--- config.mk ---
export PLATFORM = sky130hd
export DESIGN_NAME = dlts_free_stack
export DESIGN_NICKNAME = d
export VERILOG_FILES = /design/src/hw/rtl/dlts_free_stack.sv
export SDC_FILE = /design/constraint.sdc
export NUM_CORES = 1
export LEC_CHECK = 0
export BUFFER_PORTS_ARGS = -buffer_cell sky130_fd_sc_hd__buf_2
export CORE_ASPECT_RATIO = 0.75
export CORE_UTILIZATION = 61
export CTS_CLUSTER_DIAMETER = 100
export DETAILED_ROUTE_END_ITERATION = 10
export PLACE_DENSITY = 0.8
export REMOVE_ABC_BUFFERS = 1
export SYNTH_ARGS = -nofsm -noshare
export SYNTH_HDL_FRONTEND = slang
export SYNTH_SLANG_ARGS = --single-unit
--- constraint.sdc ---
create_clock -name clk_i -period 3.1 [get_ports clk_i]
set_clock_uncertainty 0.15 [all_clocks]
set_input_delay 0.31 -clock clk_i [delete_from_list [all_inputs] [get_ports clk_i]]
set_output_delay 0.31 -clock clk_i [all_outputs]
set_load 0.005 [all_outputs]
--- src/hw/rtl/dlts_free_stack.sv ---
// dlts_free_stack: row of slot cells holding free slot numbers, top first
// no package dependencies
module dlts_free_stack #(
  parameter int N      = 16,
  parameter int SLOT_W = 4,
  parameter int CNT_W  = 5
) (
  input  logic              clk_i,
  input  logic              rst_ni,
  input  logic              pop_i,
  input  logic              push_i,
  input  logic [SLOT_W-1:0] push_slot_i,
  output logic [SLOT_W-1:0] top_o,
  output logic              empty_o,
  output logic [CNT_W-1:0]  count_o
);

  logic [SLOT_W-1:0] slot_q [N];
  logic [CNT_W-1:0]  count_q;

  always_ff @(posedge clk_i or negedge rst_ni) begin
    if (!rst_ni) begin
      for (int i = 0; i < N; i++) slot_q[i] <= SLOT_W'(i);
      count_q <= CNT_W'(N);
    end else if (pop_i) begin
      for (int i = 0; i < N - 1; i++) slot_q[i] <= slot_q[i+1];
      count_q <= count_q - CNT_W'(1);
    end else if (push_i) begin
      for (int i = 1; i < N; i++) slot_q[i] <= slot_q[i-1];
      slot_q[0] <= push_slot_i;
      count_q   <= count_q + CNT_W'(1);
    end
  end

  assign top_o   = slot_q[0];
  assign empty_o = (count_q == '0);
  assign count_o = count_q;

endmodule

-- Yosys cells after proc, flatten, opt, wreduce, memory -nomap -nowiden
Cells that the tools add are included.
- add/subtract/negate cells: 2
- multipliers: 0
- divide/modulo/power cells: 0
- magnitude comparators: 0
- equal/unequal tests: 0
- shift-type cells: 0
- multiplexer cells: 4
- bitwise logic cells: 1
- reduce and logical (&&, ||, !) cells: 3
- operators with widths (kind ; count):
    2-to-1 mux 64 bit ; 1
    2-to-1 mux 60 bit ; 1
    2-to-1 mux 5 bit ; 2
    adder 5 x 1 -> 5 bit, second input constant ; 1
    zero test 5 bit ; 1
    subtractor 5 x 1 -> 5 bit, second input constant ; 1
    AND reduction 2 bit ; 1
    nonzero test 2 bit ; 1
    inverter 1 bit ; 1
- register bits after elaboration: 69
- latch bits: 0
- RAM bits: 0
- memory bits (read-only): 0
- output and inout bits: 10
- logic and storage cells: 27
- memories: 0

-- Logic depth before layout (Yosys ltp)
- depth in word-level cells: 3
- mapped depth: 6
- depth with buffers taken out: 6

-- Least setup slack after synthesis
Ideal clock, no wire load.
- path type: register -> register
- from: reg count_q[0] (netlist: count_o[0])
- to: reg count_q[4] (netlist: count_o[4])
- library setup time: 0.075 ns
- arrival time: 1.536 ns
- data required time: 2.875 ns
- slack: 1.340 ns
- stages on the path, launching flop included: 7
- period minus slack after synthesis: 1.760 ns
- cells stage by stage: dfrtp_1 inv_1 fa_1 nand2b_1 a21oi_1 mux2i_1 xor2_1
- longest elaborated chain between the ends: 3
- elaborated cells on any way between the ends: 4
- classes of those cells: add/sub (2); mux (2)
- ends and longest elaborated chain (what ; line ; RTL):
    from (decl) ; 19 ; logic [CNT_W-1:0] count_q;
    from (signal assigned) ; 24 ; count_q <= CNT_W'(N);
    from (signal assigned) ; 27 ; count_q <= count_q - CNT_W'(1);
    from (signal assigned) ; 31 ; count_q <= count_q + CNT_W'(1);
    adder 5 x 1 -> 5 bit ; 31 ;
    2-to-1 mux 5 bit ; 28 ; end else if (push_i) begin
    2-to-1 mux 5 bit (*) ; 25 ; end else if (pop_i) begin
Mark *: on every way between the ends. The rest lies on a longest branch, timed or not. The select of a mux whose other input is x is not followed.
A chain may end at the register's enable or synchronous reset.

-- Final worst setup path
Ends and elaborated chain as after synthesis.

==> impl_metrics.env <==
export IMPL_ant_nets=0
export IMPL_die_area_um2=5750
export IMPL_p_total_uw=1950
export IMPL_whs_path_depth=3
export IMPL_rsz0062_at_grt="no"
export IMPL_clk_latency_ns=0.34
export IMPL_maxCapViolations=0
export IMPL_cts_tree="built"
export IMPL_crit_type="reg2reg"
export IMPL_postCtsSetupRepairBufs=0
export IMPL_antennaDiodeCount=0
export IMPL_dp_hpwl_mm=3.25
export IMPL_cp_arrival_ns=2.06
export IMPL_grt_pass1_vias=2043
export IMPL_cts_buffers=9
export IMPL_start_util_pct=65.6
export IMPL_wl_per_cell_um=13.4
export IMPL_post_route_util_pct=69.7
export IMPL_area_growth_pct=6.17
export IMPL_final_cell_area_um2=3530
export IMPL_power_density_nw_per_um2=553
export IMPL_setup_viol=0
export IMPL_multi_input_area_um2=1350
export IMPL_port_buffers=17
export IMPL_dpl_cell_area_um2=3350
export IMPL_irDropWorstVdd_uv=322
export IMPL_min_path_type="in2reg"
export IMPL_cts_hold_buf=1
export IMPL_p_leak_uw=0.00157
export IMPL_setup_tns_ns=0
export IMPL_ff_latch_area_um2=1770
export IMPL_coreArea_um2=5060
export IMPL_gp_congestion=0.759
export IMPL_cts_buffer_depth=2
export IMPL_tightest_slew_ns=0.934
export IMPL_drive_gt1_share_pct=22.6
export IMPL_ctsHtreeMaxLevel=3
export IMPL_vias=2124
export IMPL_report_final_slew_viol_count=0
export IMPL_drc=0
export IMPL_worst_ep_required_time_ns=3.21
export IMPL_grt_overflow_total=0
export IMPL_antenna_found_initial=0
export IMPL_finalCriticalPeriod_ns=1.95
export IMPL_min_period_over_period_pct=63.1
export IMPL_fillCellCount=382
export IMPL_cts_root_buf="clkbuf_8"
export IMPL_clk_pin_slew_ns=0.07
export IMPL_max_freq_mhz=512
export IMPL_synth_sequential_area_ratio_pct=53.2
export IMPL_track_usage_pct=21.3
export IMPL_synthCells=305
export IMPL_critPathMaxFanout=5
export IMPL_syn_area_um2=3320
export IMPL_grt_pass1_wl_mm=9.27
export IMPL_die_w_um=87.2
export IMPL_num_io_pins=18
export IMPL_routed_via_density=5.43
export IMPL_ys_seq_elements=69
export IMPL_ctsResizeCount=0
export IMPL_rows=22
export IMPL_avgSynthCellArea_um2=10.9
export IMPL_whs_ns=0.119
export IMPL_crit_path_end_kind="flop"
export IMPL_die_height_um=65.9
export IMPL_initialDrtViolationCount=182
export IMPL_grt_max_degree=122
export IMPL_yosys_warnings=0
export IMPL_synth_cell_types=22
export IMPL_relSlewSlack_pct=37.7
export IMPL_nets=326
export IMPL_routed_wl_mm=5.22
export IMPL_hold_viol_final=0
export IMPL_worst_setup_path_start_kind="flop"
export IMPL_clock_sinks=69
export IMPL_outcome="finished, final reports clean"
export IMPL_rr_worst_depth=6
export IMPL_first_pass_iters=5
-- worst max-delay path, cell delays in order (launching register included) --
cell and delay (ns):
dfrtp_1 0.43, inv_1 0.08, fa_1 0.42, nand2b_1 0.16, a21oi_1 0.18, mux2i_1 0.28
xor2_1 0.18
-- flip-flops by register name, summed over array words and instances (netlist names) --
register and cells:
slot_q 60, count_o 5, top_o 4
-- cell families (layout without fill, tap and decap cells) --
group                    after synthesis  in the layout  share of synthesized area [%]
XOR/XNOR                               4              4                           1.05
adder cells (fa/ha/maj)                4              4                           1.73
AND/OR/NAND/NOR                       70             70                           8.17
buffers and inverters                 27             41                           6.10
multiplexers                          65             65                           19.7
flip-flops                            69             69                           53.2
AO/OA/AOI/OAI                         66             66                           10.0
-- Yosys cell counts, drive strengths merged --
library cell  instances  area share [%]
xnor2                 1            0.26
dfstp                33              26
a21oi                 2            0.30
mux2                  4             1.4
inv                   3            0.34
nand2b                1            0.19
nor2                  4            0.45
dfrtp                36              27
mux2i                61              18
a21o                  1            0.23
or4                   1            0.23
buf                  18             5.1
o21ai                63             9.5
ha                    3             1.1
clkbuf                6            0.68
xor2                  3            0.79
nand2                64             7.3
fa                    1            0.60
-- cells in the final DEF, fill, tap and decap left out, types with 2 or more instances in the layout --
cell type | netlist | routed
nand2_1 | 63 | 63
o21ai_0 | 63 | 63
mux2i_1 | 61 | 61
dfrtp_1 | 36 | 36
dfstp_2 | 33 | 33
buf_2 | 6 | 15
clkbuf_8 | 0 | 10
buf_4 | 5 | 5
nor2_1 | 4 | 4
mux2_2 | 4 | 4
inv_1 | 3 | 3
xor2_1 | 3 | 3
ha_1 | 3 | 3
clkinv_2 | 0 | 3
clkbuf_1 | 6 | 3
a21oi_1 | 2 | 2
-- per-layer routing --
| metal | track usage [%] | part of all wire, % |
|---|---|---|
| met1 | 28.6 | 49 |
| met2 | 33.2 | 47 |
| met3 | 6.37 | 2.8 |
| met4 | 7.38 | 1.8 |
| met5 | 0 | 0 |
-- path summary, 6_finish.rpt --
check | slack, ns | end | startpoint
setup / recovery | 1.15 | count_o[4] | count_o[0]
hold / removal | 0.12 | top_o[1] | push_slot_i[1]
setup reg to reg | 1.15 | count_o[4] | count_o[0]
hold reg to reg | 0.35 | slot_q[46] | slot_q[42]
max in group asynchronous | 1.63 | slot_q[42] | rst_ni
min in group asynchronous | 0.38 | slot_q[20] | rst_ni
-- per-stage QoR --
stage               instances  worst slack [ns]
finish                    391              1.15
global route              391             0.968
CTS                       391              1.15
detailed placement        374              1.14
global placement          374              1.19
floorplan                 281              1.34
-- power breakdown --
part	internal, uW	switching, uW	leakage [uW]
Sequential	965	56.6	0.000829
Clock	309	312	0.0000872
Combinational	140	170	0.000653
Total	1410	539	0.00157
-- cell type report --
type	count	area share, %
Clock buffer	13	4.22
Clock inverter	3	0.426
Inverter	3	0.319
Multi-Input combinational cell	209	38.3
Sequential cell	69	50.1
Tap cell	72	2.55
Timing Repair Buffer	22	4.04
Power figures use the tool's default switching activity.
