<file path="src/hw/rtl/dlts_pkg.sv">
// dlts_pkg: shared types and codes for the delta list task scheduler
// no dependencies
package dlts_pkg;

  typedef enum logic [1:0] {
    OP_TICK     = 2'd0,
    OP_ADD      = 2'd1,
    OP_DELETE   = 2'd2,
    OP_DISPATCH = 2'd3
  } op_e;

  typedef enum logic [1:0] {
    ST_OK        = 2'd0,
    ST_FULL      = 2'd1,
    ST_DEL_EMPTY = 2'd2,
    ST_NOT_DUE   = 2'd3
  } status_e;

  typedef enum logic [1:0] {
    ERR_NONE       = 2'd0,
    ERR_FULL       = 2'd1,
    ERR_DEL_EMPTY  = 2'd2,
    ERR_EMPTY_HEAD = 2'd3
  } err_e;

  typedef enum logic [1:0] {
    S_IDLE,
    S_WALK,
    S_RESP
  } state_e;

  typedef enum logic [2:0] {
    CELL_HOLD,
    CELL_LOAD,
    CELL_LEFT,
    CELL_LEFT_SUB,
    CELL_RIGHT,
    CELL_MERGE,
    CELL_TICK
  } cell_cmd_e;

  typedef struct packed {
    logic        valid;
    logic        due;
    logic [31:0] delta;
    logic [31:0] period;
  } entry_t;

endpackage

</file>
<file path="src/hw/rtl/dlts_list_cell.sv">
// dlts_list_cell: one position of the sorted delta list
// depends on dlts_pkg
module dlts_list_cell #(
  parameter int SLOT_W = 4
) (
  input  logic                clk_i,
  input  logic                rst_ni,
  input  dlts_pkg::cell_cmd_e cmd_i,
  input  dlts_pkg::entry_t    left_entry_i,
  input  logic [SLOT_W-1:0]   left_slot_i,
  input  dlts_pkg::entry_t    right_entry_i,
  input  logic [SLOT_W-1:0]   right_slot_i,
  input  logic [SLOT_W-1:0]   new_slot_i,
  input  logic [31:0]         new_delta_i,
  input  logic [31:0]         new_period_i,
  output dlts_pkg::entry_t    entry_o,
  output logic [SLOT_W-1:0]   slot_o
);
  import dlts_pkg::*;

  entry_t            entry_q, entry_d;
  logic [SLOT_W-1:0] slot_q, slot_d;
  logic [31:0]       sum;
  logic [31:0]       dec;

  always_comb begin
    entry_d = entry_q;
    slot_d  = slot_q;
    sum     = right_entry_i.delta + entry_q.delta;
    dec     = (entry_q.delta != 32'd0) ? entry_q.delta - 32'd1 : entry_q.delta;
    unique case (cmd_i)
      CELL_HOLD: ;
      CELL_LOAD: begin
        entry_d.valid  = 1'b1;
        entry_d.due    = 1'b0;
        entry_d.delta  = new_delta_i;
        entry_d.period = new_period_i;
        slot_d         = new_slot_i;
      end
      CELL_LEFT: begin
        entry_d = left_entry_i;
        slot_d  = left_slot_i;
      end
      CELL_LEFT_SUB: begin
        entry_d       = left_entry_i;
        entry_d.delta = left_entry_i.delta - new_delta_i;
        slot_d        = left_slot_i;
      end
      CELL_RIGHT: begin
        entry_d = right_entry_i;
        slot_d  = right_slot_i;
      end
      CELL_MERGE: begin
        entry_d       = right_entry_i;
        entry_d.delta = sum;
        entry_d.due   = (sum != 32'd0) ? 1'b0 : right_entry_i.due;
        slot_d        = right_slot_i;
      end
      CELL_TICK: begin
        entry_d.delta = dec;
        if (dec == 32'd0) entry_d.due = 1'b1;
      end
      default: ;
    endcase
  end

  always_ff @(posedge clk_i or negedge rst_ni) begin
    if (!rst_ni) begin
      entry_q <= '0;
      slot_q  <= '0;
    end else begin
      entry_q <= entry_d;
      slot_q  <= slot_d;
    end
  end

  assign entry_o = entry_q;
  assign slot_o  = slot_q;

endmodule

</file>
<file path="config.mk">
export PLATFORM = sky130hd
export DESIGN_NAME = dlts_list_cell
export DESIGN_NICKNAME = d
export VERILOG_FILES = /design/src/hw/rtl/dlts_pkg.sv /design/src/hw/rtl/dlts_list_cell.sv
export SDC_FILE = /design/constraint.sdc
export NUM_CORES = 1
export LEC_CHECK = 0
export ABC_AREA = 1
export BUFFER_PORTS_ARGS = -buffer_cell sky130_fd_sc_hd__buf_4
export CORE_MARGIN = 3
export CORE_UTILIZATION = 55
export CTS_BUF_LIST = sky130_fd_sc_hd__clkbuf_8
export CTS_CLUSTER_SIZE = 30
export DETAILED_ROUTE_END_ITERATION = 10
export PLACE_DENSITY = 0.85
export SETUP_SLACK_MARGIN = 0.02
export SLEW_MARGIN = 30
export SYNTH_ARGS = -nofsm -noshare
export SYNTH_HDL_FRONTEND = slang
export SYNTH_SLANG_ARGS = --single-unit
</file>
<file path="constraint.sdc">
create_clock -name clk_i -period 5.2 [get_ports clk_i]
set_clock_uncertainty 0.15 [all_clocks]
set_input_delay 1.04 -clock clk_i [delete_from_list [all_inputs] [get_ports clk_i]]
set_output_delay 1.04 -clock clk_i [all_outputs]
set_load 0.02 [all_outputs]
</file>
### After elaboration in Yosys (flattened, before gate mapping)

Cells that the tools add are included.

| word-level totals | value |
|---|---|
| flip-flop bits (word level) | 70 |
| input bits | 213 |
| word-level logic and storage cells | 30 |
| memories kept | 0 |
| bits in writable memories | 0 |
| latch bits | 0 |
| output and inout port bits | 70 |
| bits in read-only memories | 0 |

| operators by class | value |
|---|---|
| $lt $le $gt $ge | 0 |
| eq/ne operators | 7 |
| multiplexer cells | 7 |
| div/mod/pow operators | 0 |
| bitwise operators | 0 |
| shifts and indexed selects | 0 |
| add/sub/neg operators | 3 |
| multiply operators | 0 |
| reduce and logical (&&, ||, !) cells | 8 |

Operators by type and width:

| operator | count |
|---|---|
| case mux 33 bit (6 select lines) | 1 |
| case mux 32 bit (3 select lines) | 1 |
| nonzero test 32 bit | 2 |
| adder 32 bit | 1 |
| logical NOT 32 bit | 1 |
| two-way mux 32 bit | 1 |
| subtractor 32 x 1 -> 32 bit, second input constant | 1 |
| subtractor 32 bit | 1 |
| case mux 4 bit (3 select lines) | 1 |
| equality test 3 bit, second input constant | 3 |
| equality test 3 x 2 -> 1 bit, second input constant | 2 |
| nonzero test 6 bit | 1 |
| OR reduction 2 bit | 2 |
| equality test 3 x 1 -> 1 bit, second input constant | 1 |
| case mux 1 bit (3 select lines) | 1 |
| nonzero test 3 bit | 1 |
| two-way mux 1 bit | 2 |
| != test 2 bit, second input constant | 1 |
| AND reduction 2 bit | 1 |

### Longest topological paths before layout

| logic depth | value |
|---|---|
| word-level depth | 5 |
| gate-level depth with buffers | 19 |
| depth with buffers taken out | 19 |

### Worst setup path after synthesis

Ideal clock, no wire load.

| timing | value |
|---|---|
| path type | input to register |
| start | input left_entry_i[32] (netlist name) |
| end | register entry_q, in the netlist entry_o[54] |
| stages | 17 |
| setup slack | 2.036 ns |
| data required time | 4.919 ns |
| data arrival time | 2.883 ns |
| cells stage by stage | inv_1 -> ha_1 -> inv_1 -> fa_1 -> nand2_1 -> nand2_1 -> o21ai_0 -> o21ai_0 -> nand3_1 -> nand2_1 -> nand2_1 -> nand2_1 -> or2_2 -> nand3_1 -> nand4_1 -> nand2_1 -> o21ai_0 |

| on the way | value |
|---|---|
| longest elaborated chain between the ends | 2 |

RTL lines:

| what | RTL line | text |
|---|---|---|
| start: declaration | dlts_list_cell.sv:9 | `input dlts_pkg::entry_t left_entry_i,` |
| subtractor 32 bit | dlts_list_cell.sv:46 | `entry_d.delta = left_entry_i.delta - new_delta_i;` |
| case mux 33 bit (6 select lines) | dlts_list_cell.sv:31 | `unique case (cmd_i)` |
| end signal: assignment | dlts_list_cell.sv:72 | `entry_q <= entry_d;` |
| end: declaration | dlts_list_cell.sv:21 | `entry_t entry_q, entry_d;` |

Every way passes these cells.
A chain may end at the register's enable or synchronous reset.

### Final worst setup path

| timing | value |
|---|---|
| start | register entry_q, in the netlist entry_o[32] |
| end | register entry_q, in the netlist entry_o[64] |

| on the way | value |
|---|---|
| longest elaborated chain between the ends | 5 |
| elaborated cells on any way between the ends | 10 |

RTL lines:

| what | RTL line | text |
|---|---|---|
| subtractor 32 x 1 -> 32 bit or nonzero test 32 bit (tied branches) | dlts_list_cell.sv:30 | `dec = (entry_q.delta != 32'd0) ? entry_q.delta - 32'd1 : entry_q.delta;` |
| two-way mux 32 bit | dlts_list_cell.sv:30 |  |
| logical NOT 32 bit | dlts_list_cell.sv:61 | `if (dec == 32'd0) entry_d.due = 1'b1;` |
| != test 2 bit (no source line) | -- |  |
| AND reduction 2 bit (no source line) | -- |  |

Several ways; a longest one is shown, not always the timed one.

==> metrics.md <==
| Metric | Value |
|---|---|
| Largest net degree at the start of global routing | 73 |
| Mapped Cells | 1782 |
| Async SR Flop Fraction | 100% |
| Total setup buffers inserted after CTS | 0 |
| Starting density of the core | 56.7% |
| Maxcap violations | 0 |
| Synthesized area | 10300 sq um |
| Largest fanout on the critical path | 17 |
| Number of DRC markers after the initial detailed-route iteration | 1704 |
| Routability-driven placement congestion ratio | 1.05 |
| Total clock sinks | 70 |
| Fill count | 1641 |
| Total detailed-routing wirelength | 45800 um |
| Count of unique library cells instantiated by Yosys | 46 |
| Highest Signal Layer | met5 |
| CTS tree | yes |
| Wire length on met3 | 6740 um |
| Relative slew slack | 30.8% |
| Detail Placement HPWL | 37800 um |
| Via count of the first global-routing pass | 12800 |
| Required @ worst endpoint | 5.32 ns |
| Largest vdd supply drop | 0.000167 V |
| Critical-path cell list | inv_1, ha_1, nor3b_1, nand2_1, nor2_2, nand2_1, buf_4, o21ai_1, nand2_1, nor2_1, nand2_1, nor2_1, nand2_1, nand2_1, nand2_1, nand2_1, nand2_1 |
| Via Count | 13900 |
| Metal1 wirelength | 17000 um |
| Count of TritonRoute iterations in the first routing pass | 6 |
| # port buffers | 282 |
| Most frequent CP cell | sky130_fd_sc_hd__nand2_1 |
| Clock transition at the register clock pins on the worst setup and hold paths after CTS | 0.09 ns |
| Top flip-flop cell by instance count after synthesis | sky130_fd_sc_hd__dfrtp_1 |
| Run status | finished, final reports clean |
| Endpoint class of the critical path | flop |
| Average footprint of a synthesized cell | 5.77 sq um |
| Synthesis-to-finish area growth | 24.5% |
| Type of the worst min-delay path | flop to flop |
| RR Startpoint | entry_o[32] |
| H-tree Lvls | 3 |
| Detailed-route DRC error count | 0 |
| Root buffer cell | sky130_fd_sc_hd__clkbuf_8 |
| Warnings from Yosys | 0 |
| Total CTS buffers | 9 |
| Setup repair after global routing missed its margin | false |
| Gr ovfl total | 0 |
| Vertical extent of the die | 143 um |
| Fmax | 290 MHz |
| Clock insertion delay at the later pin of the skew report | 0.39 ns |
| Setup Crit Path Kind | flop to flop |
| Count of final max-slew check failures | 0 |
| Cts hold-fix bufs | 0 |
| Final core utilization | 70.6% |
| Count of standard-cell rows | 49 |
| Final count of hold timing violations | 0 |
| Antenna violations before repair | 1 |
| Io pins | 283 |
| Crit path capture | entry_o[64] |
| Power Total | 3.54 mW |
| Summed negative setup slack over all endpoints | 0 ns |
| Ratio of cells with drive above 1 in the final layout | 16.6% |
| Peak per-stage delay on the critical path | 0.44 ns |
| Type of element launching the critical path | flop |
| Area taken by flip-flops and latches | 1750 sq um |
| Number of nets in the synthesized netlist | 2063 |
| Drt via density | 6.13 |
| Routed Antenna Nets | 0 |
| Full die area | 20400 sq um |
| Top Family by Delay on Critical Path | simple AND/OR/NAND/NOR gates |
| Met2 wire length | 20100 um |
| Final setup fails | 0 |
| Global router's overall resource usage | 43.2% |
| Global-route wire length before repair | 68600 um |
| Resize count post-CTS | 0 |
| Area of the multi-input gates | 7530 sq um |
| Maximum number of buffers from clock root to sink | 2 |
| DR WL/cell | 20.2 um |
| Reg-to-reg slack, setup | 1.75 ns |
| Number of synthesized register bits | 70 |
| Critical-path cell with the highest stage delay | sky130_fd_sc_hd__dfrtp_1 |
| Crit path depth | 17 |
| Leakage power | 6.80 nW |
| Die span in x | 143 um |
| Worst hold slack | 0.343 ns |
| Fin crit share | 66.3% |
| WP data arrival | 3.57 ns |
| Area of all placed cells without fillers | 12800 sq um |
| Number of synthesized flops with an enable pin | 0 |
| Final critical delay including setup and external delays | 3.45 ns |
| DP Area | 12600 sq um |
| Pwr Density | 277 nW/um^2 |
| Seq/Total Area, Yosys | 17.0% |
| Total buffers and inverters traversed by the critical path | 2 |
| Endpoint of the worst-slack reg-to-reg timing path | entry_o[64] |
| Beginning of the critical path | entry_o[32] |
| Core region area | 18100 sq um |
| Layout net count | 2319 |
| Logic depth of the worst register-to-register path | 17 |
| Tightest Pin Transition | 1.04 ns |
## registers in the layout (all words and copies together) (netlist names)
name	flops
entry_o	66
slot_o	4
## final cells by class
cell class | count | area share, %
Antenna cell | 1 | 0.0195
Clock buffer | 9 | 0.967
Timing Repair Buffer | 293 | 17.2
Inverter | 218 | 6.39
Sequential cell | 70 | 13.7
Tap cell | 229 | 2.24
Clock inverter | 7 | 0.694
Multi-Input combinational cell | 1446 | 58.8
## placed cells by master (no fill, tap or decap), drive strengths merged, types with 2 or more instances in the layout
master / n
mux2i: 35
o211ai: 13
buf: 293
nor3b: 2
a211oi: 15
a21oi: 94
fa: 2
inv: 221
o21a: 3
nand4: 35
o21ai: 113
ha: 66
nand3: 158
or2: 5
a22o: 35
nor3: 22
and2: 5
o2111ai: 7
xnor2: 4
nor4: 2
o22ai: 4
nor2: 190
o21bai: 7
a221oi: 10
clkbuf: 9
a21o: 5
xor2: 7
nand2: 581
clkinv: 2
nand3b: 17
dfrtp: 70
a31oi: 5
## where the power goes
| part | total (mW) | leakage (nW) | switching, mW | internal [mW] |
|---|---|---|---|---|
| clock network | 0.507 | 0.106 | 0.273 | 0.234 |
| registers | 0.838 | 0.869 | 0.190 | 0.648 |
| logic | 2.20 | 5.82 | 1.42 | 0.783 |
## tightest hold or removal path: stages, from the launching register on
cell and delay (ns):
sky130_fd_sc_hd__dfrtp_1 0.35, sky130_fd_sc_hd__nand2_1 0.05, sky130_fd_sc_hd__o21ai_0 0.06
## layer usage
metal	vias to the layer above	track usage [%]
li1	6472	-
met1	6284	57.1
met2	1019	65.9
met3	166	13.8
met4	2	16.0
met5	-	2.87
## worst min-delay path by stage
stage	startpoint	end	slack, ns	depth (start not counted)
final	entry_o[11]	entry_o[11]	0.34	2
after CTS	entry_o[16]	entry_o[16]	0.34	2
after global routing	entry_o[22]	entry_o[22]	0.36	2
after detailed placement	entry_o[16]	entry_o[16]	0.33	2
after global placement	entry_o[22]	entry_o[22]	0.32	2
after floorplan	entry_o[64]	entry_o[64]	0.43	2
## per-stage QoR
step	setup WS, ns	instances
after floorplan	2.04	1782
after global placement	1.61	2256
final	1.75	2273
after global routing	1.54	2272
after detailed placement	1.53	2256
after CTS	1.89	2272
## cells in the mapped netlist (3+ instances only)
cell type	instances	area share, %
sky130_fd_sc_hd__nor3_1	22	1.1
sky130_fd_sc_hd__o211ai_1	13	0.95
sky130_fd_sc_hd__a21oi_1	93	4.5
sky130_fd_sc_hd__nand4_1	35	2.1
sky130_fd_sc_hd__nand3b_1	17	1.2
sky130_fd_sc_hd__xnor2_1	4	0.34
sky130_fd_sc_hd__inv_1	212	7.7
sky130_fd_sc_hd__nand2_1	580	21
sky130_fd_sc_hd__o21ai_1	6	0.29
sky130_fd_sc_hd__a31oi_1	5	0.30
sky130_fd_sc_hd__o21bai_1	7	0.51
sky130_fd_sc_hd__nor2_2	5	0.30
sky130_fd_sc_hd__o2111ai_1	7	0.60
sky130_fd_sc_hd__nand3_1	152	7.4
sky130_fd_sc_hd__o21a_1	3	0.22
sky130_fd_sc_hd__nand3_2	6	0.58
sky130_fd_sc_hd__and2_1	5	0.30
sky130_fd_sc_hd__inv_2	5	0.18
sky130_fd_sc_hd__o21ai_0	107	5.2
sky130_fd_sc_hd__or2_2	5	0.30
sky130_fd_sc_hd__a221oi_1	10	0.85
sky130_fd_sc_hd__nor2_1	183	6.7
sky130_fd_sc_hd__a22o_1	35	3.0
sky130_fd_sc_hd__a211oi_1	15	1.1
sky130_fd_sc_hd__clkbuf_1	41	1.5
sky130_fd_sc_hd__xor2_1	7	0.60
sky130_fd_sc_hd__a21o_1	5	0.37
sky130_fd_sc_hd__ha_1	66	8.0
sky130_fd_sc_hd__mux2i_1	35	3.4
sky130_fd_sc_hd__dfrtp_1	70	17
sky130_fd_sc_hd__o22ai_1	4	0.24
sky130_fd_sc_hd__buf_1	3	0.11
## cells by family after synthesis
family | count (synthesis) | share of synthesized area, %
AND/OR/NAND/NOR | 1017 | 41.7
AO/OA/AOI/OAI | 315 | 18.6
buffers and inverters | 266 | 9.91
flip-flops | 70 | 17.0
adder cells (fa/ha/maj) | 68 | 8.42
multiplexers | 35 | 3.41
XOR/XNOR | 11 | 0.937
No activity file was read; power rests on OpenSTA's default activity.
